===== src/hw/rtl/hkrb_pkg.sv =====
// Shared types and constants for the HID keyboard report builder.
// Used by every module in hw/rtl; it depends on nothing else.
`default_nettype none

package hkrb_pkg;

    localparam int SLOT_COUNT   = 6;
    localparam int TABLE_DEPTH  = 256;
    localparam int REPORT_SLOTS = 6;
    localparam int SLOT_IDX_W   = (SLOT_COUNT > 1) ? $clog2(SLOT_COUNT) : 1;
    localparam int ADDR_W       = $clog2(TABLE_DEPTH);

    // Operation codes.
    localparam logic [1:0] FUNC_PRESS       = 2'd0;
    localparam logic [1:0] FUNC_RELEASE     = 2'd1;
    localparam logic [1:0] FUNC_RELEASE_ALL = 2'd2;
    localparam logic [1:0] FUNC_LOAD        = 2'd3;

    // Status codes.
    localparam logic [1:0] ST_DONE     = 2'd0;
    localparam logic [1:0] ST_UNMAPPED = 2'd1;
    localparam logic [1:0] ST_NO_SLOT  = 2'd2;

    localparam logic [7:0] GUI_CODE     = 8'd131;
    localparam logic [7:0] GUI_MOD      = 8'h08;
    localparam logic [7:0] MAP_SHIFT    = 8'h80;
    localparam logic [7:0] MAP_ALTGR    = 8'h40;
    localparam logic [7:0] LSHIFT_MOD   = 8'h02;
    localparam logic [7:0] RALT_MOD     = 8'h40;
    localparam logic [7:0] USAGE_MASK   = 8'h3F;
    localparam logic [7:0] ALIAS_USAGE  = 8'h03;
    localparam logic [7:0] ALIAS_TARGET = 8'h64;

    typedef logic [SLOT_COUNT-1:0][7:0] slot_array_t;

    typedef struct packed {
        logic [1:0] func;
        logic [7:0] key_code;
        logic [7:0] map_value;
    } cmd_t;

    typedef struct packed {
        logic [1:0] status;
        logic       report_sent;
        logic [7:0] modifier_bits;
        logic [7:0] slot_zero;
        logic [7:0] slot_one;
        logic [7:0] slot_two;
        logic [7:0] slot_three;
        logic [7:0] slot_four;
        logic [7:0] slot_five;
    } rsp_t;

    // Control from the sequencer to the slot file.
    typedef struct packed {
        logic [SLOT_IDX_W-1:0] scan_idx;
        logic                  wr_en;
        logic [SLOT_IDX_W-1:0] wr_idx;
        logic [7:0]            wr_data;
        logic                  clear_all;
    } slot_ctrl_t;

    // Result of the shared comparator for the slot under scan.
    typedef struct packed {
        logic match;
        logic empty;
    } slot_cmp_t;

endpackage

`default_nettype wire


===== src/hw/rtl/hid_keyboard_report_builder.sv =====
// Top level of the HID keyboard report builder: sequencer, modifier byte
// and response register. Depends on hkrb_pkg, hkrb_layout_mem, hkrb_slot_file.
//
// Usage: each request on cmd (valid/ready) is a press, release, release-all
// or layout-table load. Exactly one response leaves on rsp (valid/ready) per
// request, carrying the status, whether a report goes to the host, and the
// whole report (modifier byte and six key slots) after the request.
// Steps: a request is taken in the idle state, then the layout table is read,
// the key slots are scanned in turn through one shared comparator, the change
// is applied and the response register is loaded. A new request is taken only
// in the idle state, so the block is through with one request before it takes
// the next.
// A request can be taken while the previous response still waits; if the
// receiver stalls, the block holds its finished work in the final step until
// the response register frees, and takes no request meanwhile.
// Reset empties the report, clears the modifier byte and marks every layout
// entry unmapped at once through per-entry valid bits; no clearing pass.
`default_nettype none

module hid_keyboard_report_builder
(
    input  wire logic           clk,
    input  wire logic           rst_n,
    input  wire logic           cmd_valid,
    output logic                cmd_ready,
    input  wire hkrb_pkg::cmd_t cmd,
    output logic                rsp_valid,
    input  wire logic           rsp_ready,
    output hkrb_pkg::rsp_t      rsp
);
    import hkrb_pkg::*;

    typedef enum logic [4:0] {
        S_IDLE  = 5'b00001,
        S_READ  = 5'b00010,
        S_SCAN  = 5'b00100,
        S_APPLY = 5'b01000,
        S_EMIT  = 5'b10000
    } state_t;

    state_t                state_reg, state_next;
    cmd_t                  cmd_reg;
    logic                  range_reg;
    logic [7:0]            entry_reg;
    logic [7:0]            usage_reg;
    logic                  gui_reg;
    logic [SLOT_IDX_W-1:0] scan_idx_reg;
    logic                  found_reg;
    logic                  empty_found_reg;
    logic [SLOT_IDX_W-1:0] empty_idx_reg;
    logic [7:0]            mod_reg;
    logic [1:0]            status_reg;
    logic                  sent_reg;
    logic                  rsp_valid_reg;
    rsp_t                  rsp_reg;

    logic                  accept;
    logic                  range_ok;
    logic [7:0]            mem_data;
    logic [7:0]            entry;
    logic [7:0]            usage_raw;
    logic                  mapped;
    logic                  add_ok;
    logic                  rsp_free;
    logic                  scan_last;
    logic                  press_wr;
    logic                  release_wr;
    logic                  table_wr;
    slot_ctrl_t            slot_ctrl;
    slot_cmp_t             slot_cmp;
    slot_array_t           slots;
    logic [7:0]            view [REPORT_SLOTS];

    assign accept    = cmd_valid && cmd_ready;
    assign cmd_ready = (state_reg == S_IDLE);
    assign range_ok  = ({1'b0, cmd.key_code} < 9'(TABLE_DEPTH));
    assign rsp_free  = !rsp_valid_reg || rsp_ready;
    assign scan_last = (scan_idx_reg == SLOT_IDX_W'(SLOT_COUNT - 1));
    assign mapped    = (entry_reg != 8'h00);
    assign add_ok    = found_reg || empty_found_reg;
    assign table_wr  = (state_reg == S_APPLY) && (cmd_reg.func == FUNC_LOAD) && range_reg;

    hkrb_layout_mem u_layout
    (
        .clk     (clk),
        .rst_n   (rst_n),
        .rd_en   (accept),
        .rd_addr (cmd.key_code[ADDR_W-1:0]),
        .wr_en   (table_wr),
        .wr_addr (cmd_reg.key_code[ADDR_W-1:0]),
        .wr_data (cmd_reg.map_value),
        .rd_data (mem_data)
    );

    // Codes beyond the table read as unmapped.
    assign entry     = range_reg ? mem_data : 8'h00;
    assign usage_raw = entry & USAGE_MASK;

    assign release_wr = (state_reg == S_SCAN) && (cmd_reg.func == FUNC_RELEASE) && mapped
                        && (usage_reg != 8'h00) && slot_cmp.match;
    assign press_wr   = (state_reg == S_APPLY) && (cmd_reg.func == FUNC_PRESS)
                        && (gui_reg || mapped) && !found_reg && empty_found_reg;

    always_comb
    begin
        slot_ctrl.scan_idx  = scan_idx_reg;
        slot_ctrl.wr_en     = release_wr || press_wr;
        slot_ctrl.wr_idx    = press_wr ? empty_idx_reg : scan_idx_reg;
        slot_ctrl.wr_data   = press_wr ? usage_reg : 8'h00;
        slot_ctrl.clear_all = (state_reg == S_APPLY) && (cmd_reg.func == FUNC_RELEASE_ALL);
    end

    hkrb_slot_file u_slots
    (
        .clk       (clk),
        .rst_n     (rst_n),
        .ctrl      (slot_ctrl),
        .cmp_usage (usage_reg),
        .cmp       (slot_cmp),
        .slots     (slots)
    );

    for (genvar k = 0; k < REPORT_SLOTS; k++)
    begin : g_view
        if (k < SLOT_COUNT)
        begin : g_used
            assign view[k] = slots[k];
        end
        else
        begin : g_unused
            assign view[k] = 8'h00;
        end
    end

    always_comb
    begin
        state_next = state_reg;
        case (state_reg)
            S_IDLE:
            begin
                if (accept)
                begin
                    state_next = S_READ;
                end
            end
            S_READ:
            begin
                state_next = S_SCAN;
            end
            S_SCAN:
            begin
                if (scan_last)
                begin
                    state_next = S_APPLY;
                end
            end
            S_APPLY:
            begin
                state_next = S_EMIT;
            end
            S_EMIT:
            begin
                if (rsp_free)
                begin
                    state_next = S_IDLE;
                end
            end
            default:
            begin
                state_next = S_IDLE;
            end
        endcase
    end

    always_ff @(posedge clk or negedge rst_n)
    begin
        if (!rst_n)
        begin
            state_reg       <= S_IDLE;
            scan_idx_reg    <= '0;
            found_reg       <= 1'b0;
            empty_found_reg <= 1'b0;
            mod_reg         <= 8'h00;
            rsp_valid_reg   <= 1'b0;
        end
        else
        begin
            state_reg <= state_next;
            case (state_reg)
                S_READ:
                begin
                    scan_idx_reg    <= '0;
                    found_reg       <= 1'b0;
                    empty_found_reg <= 1'b0;
                end
                S_SCAN:
                begin
                    if (slot_cmp.match)
                    begin
                        found_reg <= 1'b1;
                    end
                    if (slot_cmp.empty && !empty_found_reg)
                    begin
                        empty_found_reg <= 1'b1;
                    end
                    if (!scan_last)
                    begin
                        scan_idx_reg <= SLOT_IDX_W'(scan_idx_reg + 1'b1);
                    end
                end
                S_APPLY:
                begin
                    case (cmd_reg.func)
                        FUNC_PRESS:
                        begin
                            if (gui_reg)
                            begin
                                mod_reg <= mod_reg | GUI_MOD;
                            end
                            else if (mapped)
                            begin
                                mod_reg <= mod_reg
                                    | (((entry_reg & MAP_SHIFT) != 8'h00) ? LSHIFT_MOD : 8'h00)
                                    | (((entry_reg & MAP_ALTGR) != 8'h00) ? RALT_MOD : 8'h00);
                            end
                        end
                        FUNC_RELEASE:
                        begin
                            if (mapped)
                            begin
                                mod_reg <= mod_reg
                                    & ~(((entry_reg & MAP_SHIFT) != 8'h00) ? LSHIFT_MOD : 8'h00)
                                    & ~(((entry_reg & MAP_ALTGR) != 8'h00) ? RALT_MOD : 8'h00);
                            end
                        end
                        FUNC_RELEASE_ALL:
                        begin
                            mod_reg <= 8'h00;
                        end
                        default:
                        begin
                            mod_reg <= mod_reg;
                        end
                    endcase
                end
                default:
                begin
                    scan_idx_reg <= scan_idx_reg;
                end
            endcase

            if (state_reg == S_EMIT && rsp_free)
            begin
                rsp_valid_reg <= 1'b1;
            end
            else if (rsp_ready)
            begin
                rsp_valid_reg <= 1'b0;
            end
        end
    end

    // Payload registers; these carry no reset.
    always_ff @(posedge clk)
    begin
        if (accept)
        begin
            cmd_reg   <= cmd;
            range_reg <= range_ok;
        end
        if (state_reg == S_READ)
        begin
            entry_reg <= entry;
            gui_reg   <= (cmd_reg.func == FUNC_PRESS) && (cmd_reg.key_code == GUI_CODE);
            // The GUI key adds no usage; it only needs a free slot.
            if ((cmd_reg.func == FUNC_PRESS) && (cmd_reg.key_code == GUI_CODE))
            begin
                usage_reg <= 8'h00;
            end
            else
            begin
                usage_reg <= (usage_raw == ALIAS_USAGE) ? ALIAS_TARGET : usage_raw;
            end
        end
        if (state_reg == S_SCAN && slot_cmp.empty && !empty_found_reg)
        begin
            empty_idx_reg <= scan_idx_reg;
        end
        if (state_reg == S_APPLY)
        begin
            case (cmd_reg.func)
                FUNC_PRESS:
                begin
                    if (!gui_reg && !mapped)
                    begin
                        status_reg <= ST_UNMAPPED;
                        sent_reg   <= 1'b0;
                    end
                    else if (add_ok)
                    begin
                        status_reg <= ST_DONE;
                        sent_reg   <= 1'b1;
                    end
                    else
                    begin
                        status_reg <= ST_NO_SLOT;
                        sent_reg   <= 1'b0;
                    end
                end
                FUNC_RELEASE:
                begin
                    if (mapped)
                    begin
                        status_reg <= ST_DONE;
                        sent_reg   <= 1'b1;
                    end
                    else
                    begin
                        status_reg <= ST_UNMAPPED;
                        sent_reg   <= 1'b0;
                    end
                end
                FUNC_RELEASE_ALL:
                begin
                    status_reg <= ST_DONE;
                    sent_reg   <= 1'b1;
                end
                default:
                begin
                    status_reg <= ST_DONE;
                    sent_reg   <= 1'b0;
                end
            endcase
        end
        if (state_reg == S_EMIT && rsp_free)
        begin
            rsp_reg.status        <= status_reg;
            rsp_reg.report_sent   <= sent_reg;
            rsp_reg.modifier_bits <= mod_reg;
            rsp_reg.slot_zero     <= view[0];
            rsp_reg.slot_one      <= view[1];
            rsp_reg.slot_two      <= view[2];
            rsp_reg.slot_three    <= view[3];
            rsp_reg.slot_four     <= view[4];
            rsp_reg.slot_five     <= view[5];
        end
    end

    assign rsp_valid = rsp_valid_reg;
    assign rsp       = rsp_reg;

    // An accepted request always starts with the table read.
    a_accept_reads: assert property (@(posedge clk) disable iff (!rst_n)
        accept |=> (state_reg == S_READ))
        else $error("accepted request did not start the table read");

    // A new response appears only from the final step of a request.
    a_rsp_source: assert property (@(posedge clk) disable iff (!rst_n)
        $rose(rsp_valid_reg) |-> $past(state_reg == S_EMIT))
        else $error("response raised outside the final step");

    // A failed request never sends a report.
    a_fail_no_send: assert property (@(posedge clk) disable iff (!rst_n)
        rsp_valid_reg && (rsp_reg.status != ST_DONE) |-> !rsp_reg.report_sent)
        else $error("report sent with a failure status");

    // The scan visits every slot before the change is applied.
    a_scan_complete: assert property (@(posedge clk) disable iff (!rst_n)
        (state_reg == S_SCAN) && (state_next == S_APPLY) |-> scan_last)
        else $error("slot scan ended early");

endmodule

`default_nettype wire


===== src/hw/rtl/hkrb_layout_mem.sv =====
// Layout table: character code to layout entry, with a valid bit per entry.
// Depends on hkrb_pkg.
`default_nettype none

module hkrb_layout_mem
(
    input  wire logic                      clk,
    input  wire logic                      rst_n,
    input  wire logic                      rd_en,
    input  wire logic [hkrb_pkg::ADDR_W-1:0] rd_addr,
    input  wire logic                      wr_en,
    input  wire logic [hkrb_pkg::ADDR_W-1:0] wr_addr,
    input  wire logic [7:0]                wr_data,
    output logic [7:0]                     rd_data
);
    import hkrb_pkg::*;

    logic [7:0]             mem [TABLE_DEPTH];
    logic [TABLE_DEPTH-1:0] valid_reg;
    logic [7:0]             data_reg;
    logic                   hit_reg;

    always_ff @(posedge clk)
    begin
        if (wr_en)
        begin
            mem[wr_addr] <= wr_data;
        end
        if (rd_en)
        begin
            data_reg <= mem[rd_addr];
        end
    end

    // An entry that was never loaded reads as unmapped.
    always_ff @(posedge clk or negedge rst_n)
    begin
        if (!rst_n)
        begin
            valid_reg <= '0;
            hit_reg   <= 1'b0;
        end
        else
        begin
            if (wr_en)
            begin
                valid_reg[wr_addr] <= 1'b1;
            end
            if (rd_en)
            begin
                hit_reg <= valid_reg[rd_addr];
            end
        end
    end

    assign rd_data = hit_reg ? data_reg : 8'h00;

endmodule

`default_nettype wire


===== src/hw/rtl/hkrb_slot_file.sv =====
// Report key slots with the single shared comparator used by the slot scan.
// Depends on hkrb_pkg.
`default_nettype none

module hkrb_slot_file
(
    input  wire logic                 clk,
    input  wire logic                 rst_n,
    input  wire hkrb_pkg::slot_ctrl_t ctrl,
    input  wire logic [7:0]           cmp_usage,
    output hkrb_pkg::slot_cmp_t       cmp,
    output hkrb_pkg::slot_array_t     slots
);
    import hkrb_pkg::*;

    slot_array_t slots_reg;
    logic [7:0]  cur_slot;

    always_ff @(posedge clk or negedge rst_n)
    begin
        if (!rst_n)
        begin
            slots_reg <= '0;
        end
        else if (ctrl.clear_all)
        begin
            slots_reg <= '0;
        end
        else if (ctrl.wr_en)
        begin
            slots_reg[ctrl.wr_idx] <= ctrl.wr_data;
        end
    end

    assign cur_slot  = slots_reg[ctrl.scan_idx];
    assign cmp.match = (cur_slot == cmp_usage);
    assign cmp.empty = (cur_slot == 8'h00);
    assign slots     = slots_reg;

endmodule

`default_nettype wire


===== config.mk =====
export PLATFORM = sky130hd
export DESIGN_NAME = hid_keyboard_report_builder
export DESIGN_NICKNAME = d
export VERILOG_FILES = /design/src/hw/rtl/hkrb_pkg.sv /design/src/hw/rtl/hid_keyboard_report_builder.sv /design/src/hw/rtl/hkrb_layout_mem.sv /design/src/hw/rtl/hkrb_slot_file.sv
export SDC_FILE = /design/constraint.sdc
export NUM_CORES = 2
export LEC_CHECK = 0
export BUFFER_PORTS_ARGS = -buffer_cell sky130_fd_sc_hd__buf_2
export CAP_MARGIN = 40
export CORE_MARGIN = 2
export CORE_UTILIZATION = 51
export CTS_BUF_LIST = sky130_fd_sc_hd__clkbuf_8
export DETAILED_ROUTE_END_ITERATION = 10
export PLACE_DENSITY = 0.66
export SYNTH_ARGS = -nofsm -noshare
export SYNTH_HDL_FRONTEND = slang
export SYNTH_HIERARCHICAL = 1
export SYNTH_SLANG_ARGS = --single-unit

===== constraint.sdc =====
create_clock -name clk -period 5.2 [get_ports clk]
set_clock_uncertainty 0.05 [all_clocks]
set_input_delay 0.26 -clock clk [delete_from_list [all_inputs] [get_ports clk]]
set_output_delay 0.26 -clock clk [all_outputs]
set_load 0.01 [all_outputs]

**Word-level counts from Yosys, hierarchy flattened**

Memories as Yosys holds them, arrays and structs flattened. A register that Yosys moved wholly into a read port is not among the register bits.
Index checks and enable logic that the tools add are counted.

- Add/sub/neg operators: 1
- Magnitude comparators: 6
- Eq/ne operators: 22
- Muxes and demuxes: 43
- Bitwise operators: 7
- Reductions and logical operators: 43

Operators with widths:

| cell | number |
|---|---|
| OR 256 bit | 1 |
| 2-to-1 mux 48 bit | 2 |
| bitwise mux 48 bit | 1 |
| 2-to-1 mux 8 bit | 6 |
| one-hot mux 5 bit (5 select lines) | 1 |
| binary-select mux 8 bit (select 3 bit) | 1 |
| demux 8 bit (select 3 bit) | 1 |
| one-hot mux 8 bit (3 select lines) | 1 |
| logical AND 1 bit | 19 |
| < comparator 8 x 9 -> 1 bit (second input constant) | 2 |
| bitwise AND 8 bit | 2 |
| OR 8 bit | 2 |
| nonzero test 8 bit | 2 |
| 2-to-1 mux 5 bit | 3 |
| 2-to-1 mux 7 bit | 2 |
| inequality test 2 bit (second input constant) | 7 |
| 2-to-1 mux 1 bit | 12 |
| binary-select mux 1 bit (select 8 bit) | 1 |
| demux 1 bit (select 8 bit) | 1 |
| equality test 8 bit | 1 |
| equality test 8 bit (second input constant) | 1 |
| >= comparator 8 x 1 -> 1 bit (second input constant) | 1 |
| logical NOT 8 bit | 1 |
| < comparator 3 x 4 -> 1 bit (second input constant) | 2 |
| 32 further kinds | 49 |

- Register bits: 424
- Bits in writable memories: 2048
- Output and inout bits: 61
- Word-level logic and storage cells: 158
- Memories: 1

Memories:

| name | depth | width | read ports | clocked after memory_dff | write ports | line | RTL |
|---|---|---|---|---|---|---|---|
| u_layout.mem | 256 | 8 | 1 | 1 | 1 | hkrb_layout_mem.sv:18 | `logic [7:0] mem [TABLE_DEPTH];` |

**Longest topological paths before layout**

- Word-level depth: 13
- Mapped depth: 13
- Gate-level depth less buffers: 11

**Hierarchy**

The synthesis kept the hierarchy.

Modules (own cells, without submodules):

| module | times used | cells an instance | area an instance (sq um) |
|---|---|---|---|
| hkrb_layout_mem | 1 | 4286 | 88697.6 |
| hid_keyboard_report_builder | 1 | 228 | 3998.8 |
| hkrb_slot_file | 1 | 285 | 2541.2 |

**Least setup slack after synthesis**

Ideal clock, no wire load.

- Path kind: register to register
- From: register cmd_reg[0] (netlist name)
- To: memory u_layout.mem[0][0] (data pin)
- Library setup time: 817 ps
- Arrival time: 3228 ps
- Data required time: 4333 ps
- Setup slack: 1104 ps
- Cell stages (with the launch flop): 1
- Clock period less this slack: 4096 ps
- Cells stage by stage: edfxtp_1

RTL lines:

| what | line | RTL |
|---|---|---|
| from (decl) | hid_keyboard_report_builder.sv:42 | `cmd_t cmd_reg;` |
| from (signal assigned) | hid_keyboard_report_builder.sv:268 | `cmd_reg <= cmd;` |
| to (decl) | hkrb_layout_mem.sv:18 |  |

No word-level cell before the write port.

**Worst setup path in the final report**

- From: register state_reg[4]
- To: memory u_layout.mem[192][3], enable pin

- Word-level cells in the longest chain between the ends: 4

RTL lines:

| what | line | RTL |
|---|---|---|
| from (decl) | hid_keyboard_report_builder.sv:41 | `state_t state_reg, state_next;` |
| from (signal assigned) | hid_keyboard_report_builder.sv:188 | `state_reg <= state_next;` |
| equality test 5 x 4 -> 1 bit | hid_keyboard_report_builder.sv:81 | `assign table_wr = (state_reg == S_APPLY) && (cmd_reg.func == FUNC_LOAD) && range_reg;` |
| logical AND 1 bit | hid_keyboard_report_builder.sv:81 |  |
| net table_wr | hid_keyboard_report_builder.sv:68 | `logic table_wr;` |
| 2-to-1 mux 1 bit | hkrb_layout_mem.sv:25 | `if (wr_en)` |
| 2-to-1 mux 1 bit (not written as such) | hkrb_layout_mem.sv:27 | `mem[wr_addr] <= wr_data;` |

The timed path passes the listed nets, and every way through them passes these cells.

==> impl_metrics.xml <==
<?xml version="1.0" encoding="UTF-8"?>
<metrics>
  <group name="run_status">
    <metric name="run_status" unit="">complete, no violations</metric>
  </group>
  <group name="clock_tree">
    <metric name="clk-insertion-delay-late" unit="ps">1050</metric>
    <metric name="h-tree-depth" unit="">5</metric>
    <metric name="cts_buffer_depth" unit="">4</metric>
    <metric name="tritoncts_num_sinks" unit="">2469</metric>
    <metric name="clock_tree_from_tritoncts" unit="">yes</metric>
    <metric name="clock_tree.root_cell" unit="">clkbuf_8</metric>
    <metric name="cts_made_buffers" unit="">404</metric>
    <metric name="worst_setup_hold_path_clk_slew" unit="ps">60</metric>
  </group>
  <group name="final_layout">
    <metric name="area_occupied_by_multi_input_gates" unit="mm²">0.0216</metric>
    <metric name="sequential_cell_area" unit="mm²">0.0725</metric>
    <metric name="drive_above_1_share" unit="%">30.8</metric>
    <metric name="num-fill-cells" unit="">13600</metric>
    <metric name="syn2layout_area_growth" unit="%">13.9</metric>
    <metric name="finish.instance_area" unit="mm²">0.108</metric>
    <metric name="nNetsFinal" unit="">5389</metric>
    <metric name="flip_flop_count_of_the_largest_register_all_copies_and_words_added" unit="">2048</metric>
  </group>
  <group name="min_path">
    <metric name="type_of_the_most_critical_hold_path" unit="">in -&gt; reg</metric>
  </group>
  <group name="sta">
    <metric name="worst_slew_margin_rel" unit="%">16.8</metric>
    <metric name="timing.final.setup_violations" unit="">0</metric>
    <metric name="final.period_utilization" unit="%">78.1</metric>
    <metric name="hold_viol" unit="">0</metric>
    <metric name="worst_pin_slew" unit="ps">1250</metric>
    <metric name="rsz0062_at_grt" unit="">no</metric>
    <metric name="timing.fmax" unit="MHz">246</metric>
    <metric name="layout_min_cycle_time" unit="ps">4060</metric>
    <metric name="fin_hold_ws" unit="ps">123</metric>
    <metric name="final_max_slew_viol_count" unit="">0</metric>
    <metric name="setup-tns-final" unit="ps">0</metric>
  </group>
  <group name="synthesis">
    <metric name="number_of_register_bits_inferred_by_synthesis" unit="">2469</metric>
    <metric name="synthesized_area_divided_by_synthesized_cell_count" unit="µm²">19.8</metric>
    <metric name="synth.top_cells.by_area" unit="">edfxtp_1 68%, mux4_2 14%, dfrtp_1 8.4%</metric>
    <metric name="mapped_cells" unit="">4799</metric>
    <metric name="synth.yosys.warnings" unit="">6</metric>
    <metric name="synth_enable_flop_cells" unit="">2150</metric>
    <metric name="synth_top_flop_cell" unit="">edfxtp_1</metric>
    <metric name="ys_async_sr_fraction" unit="%">12.9</metric>
    <metric name="synthMostInstantiatedCell" unit="">edfxtp_1</metric>
    <metric name="post-synth-top-area-fraction" unit="%">67.8</metric>
    <metric name="synth_commonest_cells" unit="">2150 x edfxtp_1, 573 x mux4_2, 318 x dfrtp_1</metric>
    <metric name="synth_cell_type_count" unit="">61</metric>
    <metric name="synth_top_cell_by_area" unit="">edfxtp_1</metric>
    <metric name="synth.cell_area" unit="mm²">0.0952</metric>
    <metric name="seq_area_frac_synth" unit="%">76.2</metric>
  </group>
  <group name="global_routing">
    <metric name="grt.met1_usage" unit="%">35.0</metric>
    <metric name="global_route.overflow_total" unit="">0</metric>
    <metric name="antenna_violations_before_repair" unit="">8</metric>
    <metric name="gr-usage-met2" unit="%">39.3</metric>
    <metric name="first_global_vias" unit="">50500</metric>
    <metric name="grt-busiest-layer" unit="">met2</metric>
    <metric name="grt_pass1_wl" unit="µm">349000</metric>
    <metric name="met3_track_utilization_from_global_routing" unit="%">5.57</metric>
    <metric name="grt_max_degree" unit="">213</metric>
    <metric name="globalRouteTotalUtil" unit="%">25.1</metric>
  </group>
  <group name="routing">
    <metric name="detailedRoute.firstPassIterationCount" unit="">6</metric>
    <metric name="drtAntennaViolNets" unit="">0</metric>
    <metric name="vias" unit="">50000</metric>
    <metric name="finalWirelength" unit="µm">238000</metric>
    <metric name="detail_route.vias_per_cell" unit="">6.12</metric>
    <metric name="detail_route.wl_per_cell" unit="µm">29.2</metric>
    <metric name="drc" unit="">0</metric>
    <metric name="initial_drc_count" unit="">6032</metric>
  </group>
  <group name="setup_path">
    <metric name="crit_fanout" unit="">16</metric>
    <metric name="crit_path_start_kind" unit="">flop</metric>
    <metric name="critPathLaunch" unit="">state_reg[4]$_DFFE_PN0P_</metric>
    <metric name="r2r_cells" unit="">6</metric>
    <metric name="worstReg2RegStart" unit="">state_reg[4]$_DFFE_PN0P_</metric>
    <metric name="cp.required" unit="ps">5790</metric>
    <metric name="setup_slack_reg_to_reg" unit="ps">1140</metric>
    <metric name="worst-endpoint-arrival" unit="ps">4650</metric>
    <metric name="endpoint" unit="">u_layout/mem[192][3]$_DFFE_PP_</metric>
    <metric name="worstSetupEndpointType" unit="">flop</metric>
    <metric name="criticalPathCategory" unit="">reg -&gt; reg</metric>
    <metric name="r2r-end" unit="">u_layout/mem[192][3]$_DFFE_PP_</metric>
  </group>
  <group name="die">
    <metric name="initial_core_util" unit="%">51.4</metric>
    <metric name="num_rows" unit="">158</metric>
    <metric name="fp.dieArea" unit="mm²">0.190</metric>
    <metric name="die_h" unit="µm">436</metric>
    <metric name="die_w" unit="µm">436</metric>
    <metric name="coreArea" unit="mm²">0.185</metric>
    <metric name="ioPinCount" unit="">83</metric>
  </group>
  <group name="place">
    <metric name="buffer_ports.inserted" unit="">77</metric>
    <metric name="globalplace.congestion" unit="">0.875</metric>
    <metric name="placed_area" unit="mm²">0.101</metric>
    <metric name="detailed_place_hpwl" unit="µm">148000</metric>
  </group>
  <group name="job">
    <metric name="max_cap_violations" unit="">0</metric>
  </group>
  <group name="power_and_ir_drop">
    <metric name="finalPower" unit="mW">42.3</metric>
    <metric name="pleak" unit="nW">37.8</metric>
    <metric name="ir_drop" unit="V">0.000470</metric>
    <metric name="powerDensity" unit="mW/mm²">390</metric>
  </group>
</metrics>
[report_power, final]
part           switching, mW  leakage [nW]  internal [mW]  total [mW]
registers              0.207          23.9           22.9        23.1
logic                   2.64          9.51          0.942        3.58
clock network           7.46          4.43           8.15        15.6
total                   10.3          37.8           32.0        42.3
[worst min-delay path by stage]
stage | slack (ps) | start | endpoint | cells past startpoint
after floorplan | -90 | rst_n | empty_found_reg$_DFFE_PN0P_ | 0
after global placement | 230 | rst_n | u_layout/valid_reg[38]$_DFFE_PN0P_ | 1
after detailed placement | 240 | rst_n | u_layout/valid_reg[39]$_DFFE_PN0P_ | 1
after CTS | 6 | cmd[9] | cmd_reg[9]$_DFFE_PP_ | 2
after global routing | 70 | cmd[9] | cmd_reg[9]$_DFFE_PP_ | 2
final | 120 | rsp_ready | rsp_valid$_DFFE_PN0P_ | 4
[repair_timing]
action	CTS	global route
setup buffers	0	0
hold buffers	32	0
endpoints found under the hold margin	379	0
gates resized for setup	0	0
[cell families (layout without fill, tap and decap cells)]
family	after synthesis	in the layout	share of synthesized area, %
flops	2469	2469	76.2
simple gates	896	896	4.73
mux	617	617	14.0
compound gates	514	514	3.56
buf+inv	281	1155	1.26
xor+xnor	14	14	0.129
fa+ha+maj	7	7	0.0920
other cells	1	15	0.00394
[worst max-delay path, stage by stage (launching register included)]
cell     delay [ps]
dfrtp_1         410
nor2_1          160
and3_1          380
and2_1          690
buf_4           300
nand4_1         660
nor2_1         1010
[layer usage]
metal | up-vias | wire, µm | part of all wire, %
met5 | - | 40 | 0.017
met3 | 450 | 21600 | 9.1
li1 | 20700 | - | -
met1 | 26400 | 93600 | 39
met2 | 2501 | 115000 | 48
met4 | 6 | 8340 | 3.5
[layout make-up]
type                       count  share of cell area (%)
antenna                        2                 0.00461
clock buffer                 454                    5.76
clock inverter               277                    1.13
inverter                      11                  0.0381
multi-input combinational   2061                    19.9
sequential                  2469                    66.9
tap                         2480                    2.86
timing repair buffer         413                    3.43
[placed cells by master, fill, tap and decap left out, types with 15 or more instances in the layout]
cell type / instances
edfxtp_1: 2150
mux4_2: 573
clkbuf_8: 454
dfrtp_1: 318
nor2_1: 291
or2_2: 266
a22oi_1: 260
buf_4: 243
a21oi_1: 187
inv_1: 168
nand2_1: 150
buf_2: 78
clkinv_1: 72
nand3_1: 41
nor4_1: 40
buf_12: 39
clkinv_2: 36
mux2i_1: 35
dlygate4sd3_1: 31
nor2b_1: 21
o22ai_1: 21
and2_1: 15
nand4_1: 15
[per-stage QoR]
stage          utilization, %  worst slack (ps)  instances
3_5_place_dp             54.3              1030       7399
6_report                 58.5              1140       8167
2_1_floorplan               -              1100       4811
4_1_cts                  58.5              1200       8162
5_1_grt                  58.5               945       8166
3_3_place_gp             53.5              1030       7250
No activity file was read; power rests on OpenSTA's default activity.
